**src/hdl/pmic_rc_pkg.sv**
```systemverilog
// Shared types, codes, register defaults and voltage tables of the regulator control block.
// Depends on nothing; used by every module of the block.
package pmic_rc_pkg;

    localparam int REG_COUNT = 16;
    localparam int ADDR_W = $clog2(REG_COUNT);

    localparam logic [7:0] RESET_BYTES [REG_COUNT] = '{
        8'hFA, 8'hB1, 8'hFF, 8'hF9,
        8'h99, 8'h99, 8'h99, 8'h02,
        8'h88, 8'h02, 8'h0C, 8'h0A,
        8'h0E, 8'h33, 8'h0E, 8'h16
    };

    localparam logic [21:0] LIMIT_LO_UV = 22'd800000;
    localparam logic [21:0] LIMIT_HI_UV = 22'd3601000;
    localparam logic [21:0] MV_UV = 22'd1000;

    typedef enum logic [2:0] {
        REQ_QUERY   = 3'd0,
        REQ_ENABLE  = 3'd1,
        REQ_DISABLE = 3'd2,
        REQ_GET     = 3'd3,
        REQ_SET     = 3'd4
    } req_t;

    typedef enum logic [1:0] {
        ST_OK      = 2'd0,
        ST_INVALID = 2'd1,
        ST_RANGE   = 2'd2
    } status_t;

    typedef enum logic [1:0] {
        TAB_LOW  = 2'd0,
        TAB_MID  = 2'd1,
        TAB_HIGH = 2'd2,
        TAB_CORE = 2'd3
    } tab_t;

    typedef enum logic [1:0] {
        FLD_LO   = 2'd0,
        FLD_HI   = 2'd1,
        FLD_BYTE = 2'd2
    } fld_t;

    typedef struct packed {
        logic              en;
        logic [ADDR_W-1:0] addr;
        logic [7:0]        data;
    } shadow_wr_t;

    typedef struct packed {
        status_t     status;
        logic        enabled;
        logic [21:0] voltage_microvolts;
        logic        write_valid;
        logic [3:0]  write_addr;
        logic [7:0]  write_data;
    } result_t;

    function automatic logic [4:0] tab_len(tab_t sel);
        logic [4:0] n;
        case (sel)
            TAB_LOW:  n = 5'd11;
            TAB_MID:  n = 5'd21;
            TAB_HIGH: n = 5'd7;
            TAB_CORE: n = 5'd16;
            default:  n = 5'd0;
        endcase
        return n;
    endfunction

    function automatic logic [21:0] tab_uv(tab_t sel, logic [4:0] idx);
        logic [21:0] uv;
        uv = 22'd0;
        if (idx < tab_len(sel)) begin
            case (sel)
                TAB_LOW:  uv = 22'd800000 + 22'(idx) * 22'd50000;
                TAB_MID:  uv = 22'd1600000 + 22'(idx) * 22'd100000;
                TAB_HIGH: uv = 22'd3000000 + 22'(idx) * 22'd100000;
                TAB_CORE: uv = 22'd750000 + 22'(idx) * 22'd50000;
                default:  uv = 22'd0;
            endcase
        end
        return uv;
    endfunction

endpackage

```
**src/hdl/pmic_regulator_control_regs_top.sv**
```systemverilog
// Top level of the regulator control block: request register, evaluation, result register.
// Depends on pmic_rc_pkg, pmic_rc_shadow and pmic_rc_exec.
//
// Requests enter on the s_ stream channel: s_tuser carries the request type, s_tdata the
// regulator number and the minimum and maximum voltages in microvolts. Each request gives
// exactly one result on the m_ stream channel: m_tuser carries the status, m_tdata the
// enable bit, the decoded voltage and the register write that the request made, if any.
// A request is taken into an input register, evaluated combinationally against the register
// shadow and then written into the result register. One request is accepted every cycle while
// the receiver does not stall; the shadow read-modify-write completes in the same cycle in
// which a request moves to the result register, so the following request already sees the
// updated byte.
// Synchronous active-low reset empties both registers and loads the shadow with the chip
// defaults. When the receiver stalls, the result register holds its request and the input
// register holds one more; s_tready falls once both are full.
module pmic_regulator_control_regs_top (
    input  logic        aclk,
    input  logic        aresetn,
    input  logic        s_tvalid,
    output logic        s_tready,
    input  logic [47:0] s_tdata,  // regulator_id[3:0], min_microvolts[25:4], max_microvolts[47:26]
    input  logic [2:0]  s_tuser,  // req_type[2:0]
    output logic        m_tvalid,
    input  logic        m_tready,
    output logic [39:0] m_tdata,  // enabled[0], voltage_microvolts[22:1], write_valid[23],
                                  // write_addr[27:24], write_data[35:28], zero[39:36]
    output logic [1:0]  m_tuser   // status[1:0]
);

    logic        in_valid_reg, in_valid_next;
    logic [2:0]  in_type_reg, in_type_next;
    logic [3:0]  in_id_reg, in_id_next;
    logic [21:0] in_min_reg, in_min_next;
    logic [21:0] in_max_reg, in_max_next;
    logic        out_valid_reg, out_valid_next;
    pmic_rc_pkg::result_t out_res_reg, out_res_next;

    logic                          move;
    logic                          take;
    logic [pmic_rc_pkg::ADDR_W-1:0] rd_addr;
    logic [7:0]                    rd_data;
    pmic_rc_pkg::shadow_wr_t       exec_wr;
    pmic_rc_pkg::shadow_wr_t       shadow_wr;
    pmic_rc_pkg::result_t          exec_res;

    assign move     = in_valid_reg && (!out_valid_reg || m_tready);
    assign s_tready = !in_valid_reg || move;
    assign take     = s_tvalid && s_tready;

    pmic_rc_exec u_exec (
        .req_type       (in_type_reg),
        .regulator_id   (in_id_reg),
        .min_microvolts (in_min_reg),
        .max_microvolts (in_max_reg),
        .rd_addr        (rd_addr),
        .rd_data        (rd_data),
        .wr             (exec_wr),
        .res            (exec_res)
    );

    always_comb begin
        shadow_wr    = exec_wr;
        shadow_wr.en = exec_wr.en && move;
    end

    pmic_rc_shadow u_shadow (
        .aclk    (aclk),
        .aresetn (aresetn),
        .wr      (shadow_wr),
        .rd_addr (rd_addr),
        .rd_data (rd_data)
    );

    always_comb begin
        in_valid_next = in_valid_reg;
        in_type_next  = in_type_reg;
        in_id_next    = in_id_reg;
        in_min_next   = in_min_reg;
        in_max_next   = in_max_reg;
        if (take) begin
            in_valid_next = 1'b1;
            in_type_next  = s_tuser;
            in_id_next    = s_tdata[3:0];
            in_min_next   = s_tdata[25:4];
            in_max_next   = s_tdata[47:26];
        end else if (move) begin
            in_valid_next = 1'b0;
        end

        out_valid_next = out_valid_reg;
        out_res_next   = out_res_reg;
        if (move) begin
            out_valid_next = 1'b1;
            out_res_next   = exec_res;
        end else if (m_tready) begin
            out_valid_next = 1'b0;
        end
    end

    always_ff @(posedge aclk) begin
        if (!aresetn) begin
            in_valid_reg  <= 1'b0;
            out_valid_reg <= 1'b0;
        end else begin
            in_valid_reg  <= in_valid_next;
            out_valid_reg <= out_valid_next;
        end
    end

    always_ff @(posedge aclk) begin
        in_type_reg <= in_type_next;
        in_id_reg   <= in_id_next;
        in_min_reg  <= in_min_next;
        in_max_reg  <= in_max_next;
        out_res_reg <= out_res_next;
    end

    assign m_tvalid = out_valid_reg;
    assign m_tuser  = out_res_reg.status;
    assign m_tdata  = {4'd0, out_res_reg.write_data, out_res_reg.write_addr,
                       out_res_reg.write_valid, out_res_reg.voltage_microvolts,
                       out_res_reg.enabled};

endmodule

```
**src/hdl/pmic_rc_shadow.sv**
```systemverilog
// Shadow copy of the sixteen control registers, loaded with the chip defaults at reset.
// Depends on pmic_rc_pkg for the defaults and the write port type.
module pmic_rc_shadow (
    input  logic                          aclk,
    input  logic                          aresetn,
    input  pmic_rc_pkg::shadow_wr_t       wr,
    input  logic [pmic_rc_pkg::ADDR_W-1:0] rd_addr,
    output logic [7:0]                    rd_data
);

    logic [7:0] shadow_reg [pmic_rc_pkg::REG_COUNT];

    always_ff @(posedge aclk) begin
        if (!aresetn) begin
            for (int i = 0; i < pmic_rc_pkg::REG_COUNT; i++) begin
                shadow_reg[i] <= pmic_rc_pkg::RESET_BYTES[i];
            end
        end else if (wr.en) begin
            shadow_reg[wr.addr] <= wr.data;
        end
    end

    assign rd_data = shadow_reg[rd_addr];

endmodule

```
**src/hdl/pmic_rc_exec.sv**
```systemverilog
// Request evaluation: decodes the regulator, reads or updates its register byte, searches tables.
// Depends on pmic_rc_pkg for codes, tables and the result and write types.
module pmic_rc_exec (
    input  logic [2:0]                     req_type,
    input  logic [3:0]                     regulator_id,
    input  logic [21:0]                    min_microvolts,
    input  logic [21:0]                    max_microvolts,
    output logic [pmic_rc_pkg::ADDR_W-1:0] rd_addr,
    input  logic [7:0]                     rd_data,
    output pmic_rc_pkg::shadow_wr_t        wr,
    output pmic_rc_pkg::result_t           res
);

    logic                          req_ok;
    logic [pmic_rc_pkg::ADDR_W-1:0] en_addr;
    logic [2:0]                    en_bit;
    logic [7:0]                    en_byte;
    logic [pmic_rc_pkg::ADDR_W-1:0] fld_addr;
    pmic_rc_pkg::fld_t             fld;
    pmic_rc_pkg::tab_t             tab;
    logic [4:0]                    tab_n;
    logic [7:0]                    code;
    logic [4:0]                    pick;
    logic [7:0]                    set_byte;
    logic                          set_ok;

    always_comb begin
        if (regulator_id <= 4'd5) begin
            en_addr = '0;
            en_bit  = 3'(4'd6 - regulator_id);
        end else if (regulator_id <= 4'd9) begin
            en_addr = pmic_rc_pkg::ADDR_W'(1);
            en_bit  = 3'(4'd13 - regulator_id);
        end else begin
            en_addr = '0;
            en_bit  = 3'(5'd17 - 5'(regulator_id));
        end

        fld = pmic_rc_pkg::FLD_BYTE;
        case (regulator_id)
            4'd2: begin
                fld_addr = pmic_rc_pkg::ADDR_W'(8);
                fld      = pmic_rc_pkg::FLD_LO;
            end
            4'd3: begin
                fld_addr = pmic_rc_pkg::ADDR_W'(8);
                fld      = pmic_rc_pkg::FLD_HI;
            end
            4'd8: begin
                fld_addr = pmic_rc_pkg::ADDR_W'(13);
                fld      = pmic_rc_pkg::FLD_HI;
            end
            4'd10: begin
                fld_addr = pmic_rc_pkg::ADDR_W'(4);
                fld      = pmic_rc_pkg::FLD_LO;
            end
            4'd11: begin
                fld_addr = pmic_rc_pkg::ADDR_W'(6);
                fld      = pmic_rc_pkg::FLD_LO;
            end
            4'd12:   fld_addr = pmic_rc_pkg::ADDR_W'(7);
            default: fld_addr = pmic_rc_pkg::ADDR_W'(regulator_id + 4'd5);
        endcase

        if (regulator_id <= 4'd3) begin
            tab = pmic_rc_pkg::TAB_LOW;
        end else if (regulator_id == 4'd8) begin
            tab = pmic_rc_pkg::TAB_HIGH;
        end else if (regulator_id == 4'd10 || regulator_id == 4'd11) begin
            tab = pmic_rc_pkg::TAB_CORE;
        end else begin
            tab = pmic_rc_pkg::TAB_MID;
        end
        tab_n = pmic_rc_pkg::tab_len(tab);

        rd_addr = (req_type <= pmic_rc_pkg::REQ_DISABLE) ? en_addr : fld_addr;

        case (fld)
            pmic_rc_pkg::FLD_LO: code = {4'd0, rd_data[3:0]};
            pmic_rc_pkg::FLD_HI: code = {4'd0, rd_data[7:4]};
            default:             code = rd_data;
        endcase

        // The tables ascend, so the first entry above the minimum less one millivolt wins.
        pick = tab_n;
        for (int k = 20; k >= 0; k--) begin
            if (5'(k) < tab_n &&
                min_microvolts < pmic_rc_pkg::tab_uv(tab, 5'(k)) + pmic_rc_pkg::MV_UV) begin
                pick = 5'(k);
            end
        end
        set_ok = min_microvolts >= pmic_rc_pkg::LIMIT_LO_UV &&
                 max_microvolts < pmic_rc_pkg::LIMIT_HI_UV &&
                 pick < tab_n &&
                 max_microvolts >= pmic_rc_pkg::tab_uv(tab, pick);

        case (fld)
            pmic_rc_pkg::FLD_LO: set_byte = {rd_data[7:4], pick[3:0]};
            pmic_rc_pkg::FLD_HI: set_byte = {pick[3:0], rd_data[3:0]};
            default:             set_byte = {3'd0, pick};
        endcase

        en_byte = rd_data;
        en_byte[en_bit] = (req_type == pmic_rc_pkg::REQ_ENABLE);

        req_ok = regulator_id >= 4'd1 && regulator_id <= 4'd12 &&
                 req_type <= pmic_rc_pkg::REQ_SET;

        res     = '0;
        wr      = '0;
        wr.addr = rd_addr;
        if (!req_ok) begin
            res.status = pmic_rc_pkg::ST_INVALID;
        end else begin
            case (req_type)
                pmic_rc_pkg::REQ_QUERY: res.enabled = rd_data[en_bit];
                pmic_rc_pkg::REQ_ENABLE, pmic_rc_pkg::REQ_DISABLE: begin
                    wr.en   = 1'b1;
                    wr.data = en_byte;
                end
                pmic_rc_pkg::REQ_GET: begin
                    if (code < 8'(tab_n)) begin
                        res.voltage_microvolts = pmic_rc_pkg::tab_uv(tab, code[4:0]);
                    end else begin
                        res.status = pmic_rc_pkg::ST_RANGE;
                    end
                end
                default: begin
                    if (set_ok) begin
                        wr.en   = 1'b1;
                        wr.data = set_byte;
                    end else begin
                        res.status = pmic_rc_pkg::ST_INVALID;
                    end
                end
            endcase
        end
        res.write_valid = wr.en;
        res.write_addr  = wr.en ? 4'(wr.addr) : 4'd0;
        res.write_data  = wr.en ? wr.data : 8'd0;
    end

endmodule

```
**config.mk**
```make
export PLATFORM = sky130hd
export DESIGN_NAME = pmic_regulator_control_regs_top
export DESIGN_NICKNAME = d
export VERILOG_FILES = /design/src/hdl/pmic_rc_pkg.sv /design/src/hdl/pmic_regulator_control_regs_top.sv /design/src/hdl/pmic_rc_shadow.sv /design/src/hdl/pmic_rc_exec.sv
export SDC_FILE = /design/constraint.sdc
export NUM_CORES = 1
export LEC_CHECK = 0
export BUFFER_PORTS_ARGS = -buffer_cell sky130_fd_sc_hd__buf_4
export CORE_MARGIN = 10
export CORE_UTILIZATION = 25
export DETAILED_ROUTE_END_ITERATION = 12
export HOLD_SLACK_MARGIN = 0.03
export PLACE_DENSITY = 0.5
export SLEW_MARGIN = 30
export SYNTH_ARGS = -nofsm -noshare
export SYNTH_HDL_FRONTEND = slang
export SYNTH_SLANG_ARGS = --single-unit
```
**constraint.sdc**
```tcl
create_clock -name aclk -period 26.1 [get_ports aclk]
set_input_delay 0 -clock aclk [delete_from_list [all_inputs] [get_ports aclk]]
set_output_delay 0 -clock aclk [all_outputs]
set_load 0.005 [all_outputs]
```
==> flow_summary.ini <==
[status]
status = finished, final reports clean

[grt]
grt_max_degree = 60
antenna_found_initial = 1
grt_use_total = 0.1543
grt_remaining_overflow = 0
grt_pass1_wl_um = 118600
grt_pass1_vias = 19300

[pwr]
netSwitchingFraction = 0.4515
p_comb_frac = 0.575
p_int_mw = 0.9905
leakage_nw = 9.909
power_switching_mw = 0.8152
p_per_area_nw_per_um2 = 72.36
clock_power_share = 0.202
pwr-share-seq = 0.223
max-vdd-ir-drop_mv = 0.06257

[final_layout]
fin_util = 0.2968
largest_register_ff_count = 128
finalNonFillerCells = 3687
syn2layout_area_growth_pct = 17.18
fillers = 8957
final_common_cell = ha_1
seq_area_um2 = 6346
final_cell_mix = 327 x ha_1, 210 x edfxtp_1, 204 x nand2_1
final_nets = 2921
multi_input_area_um2 = 14350
layout-drive-gt1-share = 0.09643

[yosys]
synth_ff_type = edfxtp_1
ys_seq_elements = 212
synth_cell_type_count = 96
syn_inst = 2363
synth_async_sr_flop_share = 0
yosysWarnings = 0
synth_edf_count = 210
avgSynthCellArea_um2 = 9.013
syn_area_um2 = 21300
yosysSeqAreaShare = 0.2980

[sta]
rsz0062_at_grt = false
timing.hold.ws_ns = 0.1324
slew_violations = 0
period_share = 0.5952
period_minus_slack_ns = 15.54
fin_tns_setup_ns = 0
hold_violations = 0
fmax_ghz = 0.06437
slew_headroom = 0.3834
finalClockSkew_ns = 0.02266
tightest_slew_ns = 0.9165
finalSetupViolations = 0

[route]
wl_per_cell_um = 21.32
wirelength_um = 78600
vias_per_cell = 5.319
drc = 0
drt.antenna.violating_nets = 0
first_pass_iters = 5
vias = 19610
drtIter0Drc = 1607

[die]
row_count = 106
initial_core_util = 0.2533
dieHeight_um = 311.9
io_pins = 99
die_w_um = 311.9
core_um2 = 84090
die-area_um2 = 97260

[setup_path]
crit_type = flop to flop
end_kind = flop
crit_path_frequent_cell = ha_1
cp-start-kind = flop
crit_path_top_delay_cell = o31ai_1
crit_path_max_fanout = 59
critPathMaxStageDelay_ns = 0.86
worstPathArrival_ns = 15.83
cp_data_required_time_ns = 26.39

[clock_network]
cts_sinks = 212
htreeDepth = 1
clkSlewWorstSetupHoldPaths_ns = 0.06
cts_resized = 0
clock_latency_ns = 0.59
cts_max_path_buffers = 3
cts_tree = done
numCtsBuffers = 26
cts_root_buf = clkbuf_16

[place]
dp_cells = 3586
place_congestion = 0.9035
port_buffers = 87
dp_hpwl_um = 56220

[hold_path]
min_path_type = primary input to flop

[job]
maxCapViolCount = 0
critical path: cells and delay by family (launching register included):
kind / cells / cell delay (ns)
AO/OA/AOI/OAI: 12 / 3.93
XOR/XNOR: 2 / 0.52
adder cells (fa/ha/maj): 9 / 3.28
buffers and inverters: 12 / 2.51
flip-flops: 1 / 0.51
AND/OR/NAND/NOR: 16 / 4.38
synth_stat cells, drive strengths merged (37+ instances only):
cell type / number / area, um2
nand4: 55 / 344.1
a211oi: 68 / 510.5
edfxtp: 210 / 6306
and3: 37 / 231.5
o21ai: 137 / 685.7
xor2: 38 / 332.8
nor4: 48 / 300.3
a21o: 45 / 337.8
ha: 329 / 4116
a21oi: 170 / 858.3
nand2: 205 / 777.0
nor3: 44 / 225.2
clkbuf: 80 / 300.3
inv: 91 / 341.6
o211ai: 39 / 307.8
nand3: 74 / 370.4
buf: 40 / 230.2
nor2: 156 / 588.1
xnor2: 55 / 481.7
per-stage QoR:
| step | setup WS (ns) | area [um2] | total power, mW |
|---|---|---|---|
| 2_1_floorplan | 13.55 | 21510 | 1.176 |
| 3_3_place_gp | 10.92 | 23570 | 1.426 |
| 3_5_place_dp | 10.89 | 23590 | 1.425 |
| 4_1_cts | 10.83 | 24930 | 1.804 |
| 5_1_grt | 9.884 | 24950 | 1.953 |
| 6_report | 10.56 | 24960 | 1.806 |
path summary, 6_finish.rpt:
| path | start | to | slack (ns) | cells after the start |
|---|---|---|---|---|
| max | in_id_reg[0] | u_shadow.shadow_reg[15][0] | 10.56 | 51 |
| min | s_tdata[38] | in_max_reg[12] | 0.13 | 2 |
| min reg2reg | in_valid_reg | m_tvalid | 0.52 | 2 |
| max reg2reg | in_id_reg[0] | u_shadow.shadow_reg[15][0] | 10.56 | 51 |
logic make-up after synthesis:
family,after synthesis,synth area share
and+or+nand+nor,768,0.1833
AOI/OAI and AO/OA,709,0.2257
adders and majority gates,333,0.1971
buffers and inverters,215,0.04189
DFF,212,0.2980
xor gates and xnor gates,93,0.03825
muxes,31,0.01551
other,2,0.0003526
power by group through the flow:
| stage | clock [mW] | combinational, mW | sequential (mW) |
|---|---|---|---|
| global placement | 0 | 1.02 | 0.410 |
| global route | 0.386 | 1.16 | 0.405 |
| CTS | 0.374 | 1.03 | 0.403 |
| finish | 0.364 | 1.04 | 0.403 |
| detailed placement | 0 | 1.01 | 0.410 |
| floorplan | 0 | 0.769 | 0.407 |
final cells by class:
type	count	share of cell area
antenna	2	0.0002006
multi-input combinational	1994	0.5748
clock inverter	17	0.006317
timing repair buffer	204	0.06648
clock buffer	29	0.02652
inverter	95	0.01449
sequential	212	0.2543
tap	1134	0.05686
what timing repair did:
item	CTS	global route
hold endpoints to repair	76	0
hold buffers	52	0
buffers inserted	0	0
metal layers:
layer  wire [um]  vias to the layer above  track usage
li1            -                     9457            -
met1       34770                     9389       0.2036
met2       36420                      645       0.2541
met3        4821                      121      0.02276
met4        2589                        0      0.05221
met5           0                        -            0
(Power assumes the default switching activity.)
